==> src/hdl/tpg_pkg.sv <==
// ----------------------------------------------------------------------------
// tpg_pkg: shared definitions for the test pattern pixel generator
// Pattern and register codes, widths, and the RGB565 packing helpers.
// ----------------------------------------------------------------------------
package tpg_pkg;

    localparam int MAX_RES     = 1024;
    localparam int COORD_W     = 10;
    localparam int RES_W       = 11;
    localparam int COLOR_W     = 16;
    localparam int ADDR_W      = 20;
    localparam int CFG_IDX_W   = 3;
    localparam int CFG_DATA_W  = 16;
    localparam int DIV_NUM_W   = 19;
    localparam int DIV_DEN_W   = 11;
    localparam int DIV_STAGES  = 10;
    localparam int BAR_IDX_W   = 3;

    typedef enum logic [2:0] {
        MODE_SOLID    = 3'd0,
        MODE_VBARS    = 3'd1,
        MODE_HBARS    = 3'd2,
        MODE_CHECKER  = 3'd3,
        MODE_GRADIENT = 3'd4
    } t_mode;

    typedef enum logic [CFG_IDX_W-1:0] {
        REG_MODE   = 3'd0,
        REG_WIDTH  = 3'd1,
        REG_HEIGHT = 3'd2,
        REG_COLOR1 = 3'd3,
        REG_COLOR2 = 3'd4,
        REG_CELL   = 3'd5,
        REG_ORDER  = 3'd6
    } t_reg_idx;

    // Side information that travels beside the dividers.
    typedef struct packed {
        logic                 visible;
        logic [ADDR_W-1:0]    addr;
        logic [BAR_IDX_W-1:0] bar_idx;
        logic                 zero0;
        logic                 zero1;
        logic                 zero2;
    } t_side;

    function automatic logic [COLOR_W-1:0] pack565(input logic [7:0] c0,
                                                   input logic [7:0] c1,
                                                   input logic [7:0] c2,
                                                   input logic       grb);
        logic [7:0] r;
        logic [7:0] g;
        r = grb ? c1 : c0;
        g = grb ? c0 : c1;
        return {r[7:3], g[7:2], c2[7:3]};
    endfunction

    function automatic logic [COLOR_W-1:0] bar_color(input logic [BAR_IDX_W-1:0] idx,
                                                     input logic grb);
        logic [COLOR_W-1:0] c;
        case (idx)
            3'd0: c = pack565(8'hFF, 8'h00, 8'h00, grb);
            3'd1: c = pack565(8'h00, 8'hFF, 8'h00, grb);
            3'd2: c = pack565(8'h00, 8'h00, 8'hFF, grb);
            3'd3: c = pack565(8'hFF, 8'hFF, 8'hFF, grb);
            3'd4: c = pack565(8'hFF, 8'hFF, 8'h00, grb);
            3'd5: c = pack565(8'hFF, 8'h00, 8'hFF, grb);
            3'd6: c = pack565(8'h00, 8'hFF, 8'hFF, grb);
            default: c = pack565(8'h00, 8'h00, 8'h00, grb);
        endcase
        return c;
    endfunction

endpackage

==> src/hdl/tpg_div.sv <==
// ----------------------------------------------------------------------------
// tpg_div: pipelined restoring divider
// One quotient bit per register stage; the quotient must fit in ten bits.
// ----------------------------------------------------------------------------
module tpg_div (
    input  logic                          i_clk,
    input  logic                          i_en,
    input  logic [tpg_pkg::DIV_NUM_W-1:0] i_num,
    input  logic [tpg_pkg::DIV_DEN_W-1:0] i_den,
    output logic [tpg_pkg::DIV_STAGES-1:0] o_quo
);
    import tpg_pkg::*;

    logic [DIV_NUM_W-1:0]  r_rem [0:DIV_STAGES-1];
    logic [DIV_DEN_W-1:0]  r_den [0:DIV_STAGES-1];
    logic [DIV_STAGES-1:0] r_quo [0:DIV_STAGES];

    always_ff @(posedge i_clk) begin
        if (i_en) begin
            r_rem[0] <= i_num;
            r_den[0] <= i_den;
            r_quo[0] <= '0;
        end
    end

    for (genvar k = 0; k < DIV_STAGES; k++) begin : g_step
        localparam int B = DIV_STAGES - 1 - k;
        logic [DIV_NUM_W+1:0] sh;
        logic                 ge;
        assign sh = {{(DIV_NUM_W+2-DIV_DEN_W){1'b0}}, r_den[k]} << B;
        assign ge = {2'b00, r_rem[k]} >= sh;
        always_ff @(posedge i_clk) begin
            if (i_en) begin
                r_quo[k+1] <= r_quo[k] | (DIV_STAGES'(ge) << B);
            end
        end
        // The last stage only needs its quotient bit.
        if (k < DIV_STAGES - 1) begin : g_pass
            always_ff @(posedge i_clk) begin
                if (i_en) begin
                    r_rem[k+1] <= ge ? (r_rem[k] - sh[DIV_NUM_W-1:0]) : r_rem[k];
                    r_den[k+1] <= r_den[k];
                end
            end
        end
    end

    assign o_quo = r_quo[DIV_STAGES];

endmodule

==> config.mk <==
export PLATFORM = sky130hd
export DESIGN_NAME = tpg_div
export DESIGN_NICKNAME = d
export VERILOG_FILES = /design/src/hdl/tpg_pkg.sv /design/src/hdl/tpg_div.sv
export SDC_FILE = /design/constraint.sdc
export NUM_CORES = 1
export LEC_CHECK = 0
export BUFFER_PORTS_ARGS = -buffer_cell sky130_fd_sc_hd__buf_2
export CELL_PAD_IN_SITES_DETAIL_PLACEMENT = 0
export CELL_PAD_IN_SITES_GLOBAL_PLACEMENT = 1
export CORE_MARGIN = 5
export CORE_UTILIZATION = 25
export CTS_BUF_LIST = sky130_fd_sc_hd__clkbuf_4 sky130_fd_sc_hd__clkbuf_8 sky130_fd_sc_hd__clkbuf_16
export DETAILED_ROUTE_END_ITERATION = 10
export PLACE_DENSITY = 0.51
export SLEW_MARGIN = 30
export SYNTH_ARGS = -nofsm -noshare
export SYNTH_HDL_FRONTEND = slang
export SYNTH_SLANG_ARGS = --single-unit
==> constraint.sdc <==
create_clock -name i_clk -period 5.2 [get_ports i_clk]
set_input_delay 0.78 -clock i_clk [delete_from_list [all_inputs] [get_ports i_clk]]
set_output_delay 0.78 -clock i_clk [all_outputs]
set_load 0.02 [all_outputs]
-- Word-level counts from Yosys, hierarchy flattened
Memory sizes are Yosys's and may differ from the RTL's.
Index checks and enable logic that the tools add are counted.
- bits in registers: 0
- memory bits (writable): 410
- output and inout port bits: 10
- logic and storage cells: 43
- memories: 3
- $add $sub $neg: 9
- order comparisons: 10
- mux-type cells: 11
- bitwise gates (word level): 10
- memory list (name ; depth ; bits a word ; read ports ; clocked after Yosys merged registers in ; write ports ; line ; text):
    r_rem ; 10 ; 19 ; 10 ; 0 ; 10 ; tpg_div.sv:14 ; logic [DIV_NUM_W-1:0] r_rem [0:DIV_STAGES-1];
    r_den ; 10 ; 11 ; 10 ; 0 ; 10 ; tpg_div.sv:15 ; logic [DIV_DEN_W-1:0] r_den [0:DIV_STAGES-1];
    r_quo ; 11 ; 10 ; 11 ; 0 ; 11 ; tpg_div.sv:16 ; logic [DIV_STAGES-1:0] r_quo [0:DIV_STAGES];
- operators with widths (kind ; number):
    $mux W19 ; 9
    $sub A19 B19 Y19 ; 2
    $ge A19 B20 Y1 ; 1
    $ge A19 B11 Y1 ; 1
    $ge A19 B12 Y1 ; 1
    $ge A19 B13 Y1 ; 1
    $ge A19 B14 Y1 ; 1
    $ge A19 B15 Y1 ; 1
    $ge A19 B16 Y1 ; 1
    $ge A19 B17 Y1 ; 1
    $ge A19 B18 Y1 ; 1
    $ge A19 B19 Y1 ; 1
    $sub A19 B12 Y19 ; 1
    $sub A19 B13 Y19 ; 1
    $sub A19 B14 Y19 ; 1
    $sub A19 B15 Y19 ; 1
    $sub A19 B16 Y19 ; 1
    $sub A19 B17 Y19 ; 1
    $sub A19 B18 Y19 ; 1
    $or A10 B1 Y10 ; 1
    $or A10 B10 Y10 ; 1
    $or A10 B2 Y10 ; 1
    $or A10 B3 Y10 ; 1
    $or A10 B4 Y10 ; 1
    6 further kinds ; 7

-- Longest topological paths before layout
Gate-level depths: netlist (run 1).
An unclocked memory read counts as a cell.
- depth in word-level cells: 3
- gate-level depth with buffers: 11
- gate-level depth less buffers: 11

-- Worst setup path after synthesis (run 1)
Ideal clock, no wire load.
- path kind: reg2reg
- start: mem r_rem[5][4]
- end: mem r_rem[6][14], data pin
- setup time: 0.266 ns
- arrival time: 2.349 ns
- required time: 4.934 ns
- path slack: 2.585 ns
- cell stages (with the launch flop): 12
- clock period less this slack: 2.615 ns
- path through: edfxtp_1 -> inv_1 -> ha_1 -> inv_1 -> fa_1 -> a211oi_1 -> nor2_1 -> or2_2 -> a2111oi_0 -> nor3_1 -> a31oi_1 -> o22ai_1
- RTL lines (what ; line):
    from (decl) ; tpg_div.sv:14

==> impl_metrics.json, run 1 <==
{
  "slew_headroom_pct": 30.2,
  "power.total_mw": 9.93,
  "critPathMaxFanout": 16,
  "skew_ns": 0.0174,
  "ys.warnings.count": 0,
  "cts_setup_buffers": 0,
  "cts-root-buf": "clkbuf_16",
  "portBuffers": 41,
  "peakVddDrop_mv": 0.224,
  "grt_use_total_pct": 9.15,
  "finalSetupViolations": 0,
  "endpoint": "r_rem[9][5]$_DFFE_PP_",
  "synth-edff-count": 355,
  "crit_slowest_cell": "o211ai_1",
  "dp_hpwl_um": 24700,
  "start_util_pct": 25.3,
  "overflow": 0,
  "antenna_found_initial": 0,
  "rr_startpoint": "r_den[8][0]$_DFFE_PP_",
  "synthesis.instances": 1365,
  "first_iter_violations": 412,
  "path_delay_family": "compound AO/OA/AOI/OAI gates",
  "hold_viol_final": 0,
  "period_needed_ns": 3.30,
  "cts_buffer_depth": 3,
  "final_util_pct": 29.3,
  "clock_sinks": 355,
  "grt_pass1_wl_um": 55700,
  "ys.flop_type": "edfxtp_1",
  "path_buf_inv": 1,
  "die_w_um": 274,
  "powerDensity_nw_per_um2": 493,
  "drcViolationCount": 0,
  "power_leakage_nw": 7.65,
  "synth_area_um2": 17400,
  "clk_pin_slew_ns": 0.06,
  "reg2reg_slack_ns": 1.90,
  "yosysSeqAreaShare_pct": 61.4,
  "synth-seq-cells": 355,
  "r2r-end": "r_rem[9][5]$_DFFE_PP_",
  "grt_max_degree": 109,
  "rr_worst_depth": 9,
  "crit_arrival_ns": 3.60,
  "place.gp.congestion": 0.826,
  "core_um2": 68700,
  "maxCapViolCount": 0,
  "start_kind": "flop",
  "n_antenna_cell": 0,
  "dieArea_um2": 74900,
  "final.period_utilization_pct": 63.4,
  "rows": 96,
  "drv_slew": 0,
  "cts_made_buffers": 42,
  "crit_type": "flop to flop",
  "finalNetCount": 1584,
  "vias": 10300,
  "cpPeakStageDelay_ns": 0.62,
  "vias_per_cell": 4.28,
  "timing.setup.tns_ns": 0,
  "ant_nets": 0,
  "pin_count": 42,
  "fmax_ghz": 0.303,
  "netlist-cell-type-count": 74,
  "status": "finished clean",
  "fp.dieH_um": 274,
  "async_flop_share_pct": 0,
  "avgSynthCellArea_um2": 12.7,
  "clk-insertion-delay-late_ns": 0.56,
  "first_pass_iters": 4,
  "syn_nets": 1515,
  "required_ns": 5.50,
  "endpoint_kind": "flop",
  "cts.hold.buffers_added": 0,
  "area_delta_synth_final_pct": 15.8,
  "drive_above_1_share_pct": 10.3,
  "ctsResizeCount": 0,
  "worst_pin_slew_ns": 1.04,
  "wirelength_um": 34000,
  "hold_class": "input pin to flop",
  "startpoint": "r_den[8][0]$_DFFE_PP_",
  "h-tree-depth": 2,
  "grt_pass1_vias": 11000,
  "wl_per_cell_um": 14.2,
  "cts_tree": "done",
  "worstPathCellList": "ha_1, fa_1, nor2b_1, o31a_1, o21a_1, nor2_1, o211ai_1, buf_4, mux2_2",
  "cp.depth": 9,
  "rsz0062_at_grt": "no"
}
cell usage in the layout (no fill, tap or decap), drive strengths merged, types with 4 or more instances in the layout:
cell / synthesis / routed
a2111oi: 8 / 8
a211oi: 9 / 9
a21o: 31 / 31
a21oi: 92 / 92
a31oi: 9 / 9
and3: 7 / 7
buf: 9 / 46
bufinv: 0 / 5
clkbuf: 12 / 51
clkinv: 0 / 18
edfxtp: 355 / 355
fa: 9 / 9
ha: 109 / 109
inv: 138 / 140
mux2: 25 / 25
mux2i: 8 / 8
nand2: 75 / 75
nand2b: 14 / 14
nand3: 20 / 20
nand3b: 7 / 7
nand4: 10 / 10
nand4b: 5 / 5
nor2: 100 / 100
nor2b: 15 / 15
nor3: 26 / 26
nor4: 14 / 14
o211ai: 4 / 4
o21a: 18 / 18
o21ai: 76 / 76
o22ai: 4 / 4
o31a: 9 / 9
o31ai: 10 / 10
or2: 4 / 4
xnor2: 43 / 43
xor2: 42 / 42
registers in the layout (all words and copies together), names as in the netlist:
signal  count
r_den     110
r_quo      55
r_rem     190
power by group:
group | total, mW | switching, mW | internal, mW
registers | 4.21 | 0.321 | 3.89
logic | 2.77 | 1.54 | 1.23
clock network | 2.96 | 1.15 | 1.80
how the worst min path moves through the flow:
| stage | endpoint | cells past startpoint | from |
|---|---|---|---|
| 2_1_floorplan | r_quo[10][1]$_DFFE_PP_ | 0 | r_quo[9][1]$_DFFE_PP_ |
| 3_3_place_gp | r_quo[5][7]$_DFFE_PP_ | 0 | r_quo[4][7]$_DFFE_PP_ |
| 3_5_place_dp | r_quo[9][7]$_DFFE_PP_ | 0 | r_quo[8][7]$_DFFE_PP_ |
| 4_1_cts | r_den[0][4]$_DFFE_PP_ | 1 | i_den[4] |
| 5_1_grt | r_den[0][9]$_DFFE_PP_ | 1 | i_den[9] |
| 6_report | r_rem[0][14]$_DFFE_PP_ | 1 | i_num[14] |
through the flow:
step / instances / hold WS, ns / cell area, um^2 / worst slack [ns]
4_1_cts: 2397 / 0.338 / 20100 / 1.86
3_5_place_dp: 2321 / 0.405 / 18700 / 1.90
3_3_place_gp: 2321 / 0.402 / 18700 / 1.90
5_1_grt: 2397 / 0.354 / 20100 / 1.61
6_report: 2397 / 0.392 / 20100 / 1.90
2_1_floorplan: 1365 / 0.400 / 17400 / 2.59
cell families (layout without fill, tap and decap cells):
family | Yosys count | in the layout | synth area share [%]
flops | 355 | 355 | 61.4
simple gates | 317 | 317 | 8.99
compound gates | 298 | 298 | 10.8
buf+inv | 159 | 260 | 3.56
fa+ha+maj | 118 | 118 | 8.89
xor+xnor | 85 | 85 | 4.28
mux | 33 | 33 | 2.08
final cells by class:
type                    count  area, um^2
clock inverters            25         256
multi-input cells         851        6100
repair buffers             46         290
clock buffers              51        1140
flip-flops and latches    355       10700
fillers                  6989       48600
inverters                 138         518
well taps                 931        1160
metal layers:
metal  track usage, %  share of wire [%]  vias to the layer above
li1                 -                  -                     5193
met1             9.60                 39                     4799
met2             17.2                 52                      175
met3             1.75                3.6                      101
met4             4.94                5.5                        0
met5                0                  0                        -
Yosys cell counts (all sizes together) (9+ instances only):
master / n / share of area, %
edfxtp: 355 / 61
inv: 138 / 3.0
ha: 109 / 7.8
nor2: 100 / 2.2
a21oi: 92 / 2.6
o21ai: 76 / 2.2
nand2: 75 / 1.6
xnor2: 43 / 2.2
xor2: 42 / 2.1
a21o: 31 / 1.3
nor3: 26 / 0.75
mux2: 25 / 1.6
nand3: 20 / 0.58
o21a: 18 / 0.82
nor2b: 15 / 0.54
nand2b: 14 / 0.50
nor4: 14 / 0.54
clkbuf: 12 / 0.26
nand4: 10 / 0.36
o31ai: 10 / 0.43
a211oi: 9 / 0.39
a31oi: 9 / 0.32
buf: 9 / 0.32
fa: 9 / 1.0
o31a: 9 / 0.45
Power figures use the tool's default switching activity.
==> inputs of run 2 (changes only) <==
Settings changed: PLACE_DENSITY 0.51 to 0.53.
Clock period 5.2 ns to 2.93 ns, I/O delays scaled along.
==> run 2 against run 1 <==
- critical path depth decreased by 1
- non-clock buffer count is 44 higher
- die area is the same
==> impl_metrics.json, run 2 (synthesized netlist as in run 1, its figures left out) <==
{
  "status": "finished clean",
  "pin_count": 42,
  "cts-root-buf": "clkbuf_16",
  "grt_use_met1_pct": 9.37,
  "top_regs": "r_rem (190), r_den (110), r_quo (55)",
  "cts_tree": "done",
  "powerDensity_nw_per_um2": 859,
  "dp_hpwl_um": 24500,
  "die_w_um": 274,
  "overflow": 0,
  "drcViolationCount": 0,
  "cts_made_buffers": 41,
  "top_register": "r_rem",
  "required_ns": 3.23,
  "grt_max_degree": 68,
  "clock_sinks": 355,
  "grt_pass1_wl_um": 54300,
  "post-place-ws_ns": -0.153,
  "worst_pin_slew_ns": 0.535,
  "crit_type": "flop to flop",
  "regArea_um2": 10700,
  "portBuffers": 41,
  "use_met2_pct": 16.9,
  "power_leakage_nw": 7.82,
  "period_needed_ns": 2.89,
  "met3_usage_pct": 1.72,
  "grt_pass1_vias": 10900,
  "finalSetupViolations": 0,
  "rows": 96,
  "drive_above_1_share_pct": 13.4,
  "clk_pin_slew_ns": 0.06,
  "min-delay-start": "i_num[16]",
  "hold_class": "input pin to flop",
  "rsz0062_at_grt": "no",
  "mostFrequentLayoutCell": "edfxtp_1",
  "grt_use_total_pct": 8.87,
  "wirelength_um": 32900,
  "h-tree-depth": 2,
  "final_cell_mix": "edfxtp_1 (355), inv_1 (137), ha_1 (109)",
  "antenna_found_initial": 0,
  "first_pass_iters": 5,
  "endpoint_kind": "flop",
  "timing.setup.tns_ns": 0,
  "start_util_pct": 25.3,
  "peakVddDrop_mv": 0.362,
  "slew_headroom_pct": 63.4,
  "skew_ns": 0.0211,
  "start_kind": "flop",
  "place.gp.congestion": 0.761,
  "placed_cells": 2362,
  "drv_slew": 0,
  "layoutNonFillerInstCount": 2434,
  "startpoint": "r_den[0][0]$_DFFE_PP_",
  "dieArea_um2": 74900,
  "core_um2": 68700,
  "fillerInstances": 7004,
  "power.total_mw": 17.6,
  "final.period_utilization_pct": 98.6,
  "vias_per_cell": 4.23,
  "wl_per_cell_um": 13.5,
  "clk-insertion-delay-late_ns": 0.56,
  "first_iter_violations": 419,
  "multi_input_area_um2": 6150,
  "fp.dieH_um": 274,
  "worst_slack_ns": 0.0416,
  "cts.hold.buffers_added": 0,
  "rr_startpoint": "r_den[0][0]$_DFFE_PP_",
  "crit_arrival_ns": 3.19,
  "vias": 10300,
  "ant_nets": 0,
  "busiest_layer": "met2",
  "critPathMaxFanout": 5,
  "area_delta_synth_final_pct": 17.8,
  "maxCapViolCount": 0,
  "cts_buffer_depth": 3,
  "fmax_ghz": 0.346,
  "hold_viol_final": 0,
  "largest_register_ffs": 190,
  "finalNetCount": 1628,
  "n_antenna_cell": 0
}
run 2: cell type report:
type / instances / share of cell area [%]
Inverter: 138 / 2.53
Timing Repair Buffer: 90 / 3.15
Clock buffer: 46 / 5.37
Multi-Input combinational cell: 851 / 30.1
Sequential cell: 355 / 52.1
Tap cell: 931 / 5.69
Timing Repair inverter: 1 / 0.0367
Clock inverter: 22 / 1.05
run 2: layer usage:
layer | wire length [um] | share of wire, % | vias to the layer above
li1 | - | - | 5283
met1 | 12900 | 39 | 4802
met2 | 17500 | 53 | 135
met3 | 1080 | 3.3 | 71
met4 | 1410 | 4.3 | 0
met5 | 0 | 0 | -
run 2: report_power, final:
| part | leakage [nW] | total (mW) | switching, mW | internal (mW) |
|---|---|---|---|---|
| clock network | 0.631 | 5.02 | 2.00 | 3.03 |
| registers | 3.44 | 7.43 | 0.538 | 6.89 |
| logic | 3.76 | 5.12 | 2.75 | 2.36 |
| total | 7.82 | 17.6 | 5.29 | 12.3 |
run 2: what timing repair did:
item / CTS / global route
setup buffers: 1 / 2
gates resized for setup: 4 / 11
pin swaps: 0 / 1
gates cloned: 1 / 0
endpoints found under the setup margin: 20 / 29
run 2: worst paths after layout:
kind / to / slack, ns / depth (start not counted)
setup reg to reg: r_rem[1][12]$_DFFE_PP_ / 0.04 / 8
setup / recovery: r_rem[1][12]$_DFFE_PP_ / 0.04 / 8
hold reg to reg: r_quo[10][8]$_DFFE_PP_ / 0.41 / 0
hold / removal: r_rem[0][16]$_DFFE_PP_ / 0.05 / 1
run 2: critical path, stage by stage (launching register included):
cell and delay [ns]:
edfxtp_1 0.39, ha_1 0.33, or4b_2 0.60, nor4_2 0.25, nand4_1 0.25, a21oi_2 0.24
nor2_4 0.09, inv_2 0.14, mux2_2 0.34
run 2: metrics by stage:
stage	instance area (um^2)	hold slack (ns)	util, %
3_3_place_gp	19100	0.401	27.7
6_report	20500	0.0504	29.8
4_1_cts	20400	0.0114	29.7
5_1_grt	20500	0.0224	29.8
3_5_place_dp	19100	0.405	27.7
2_1_floorplan	17400	0.400	-
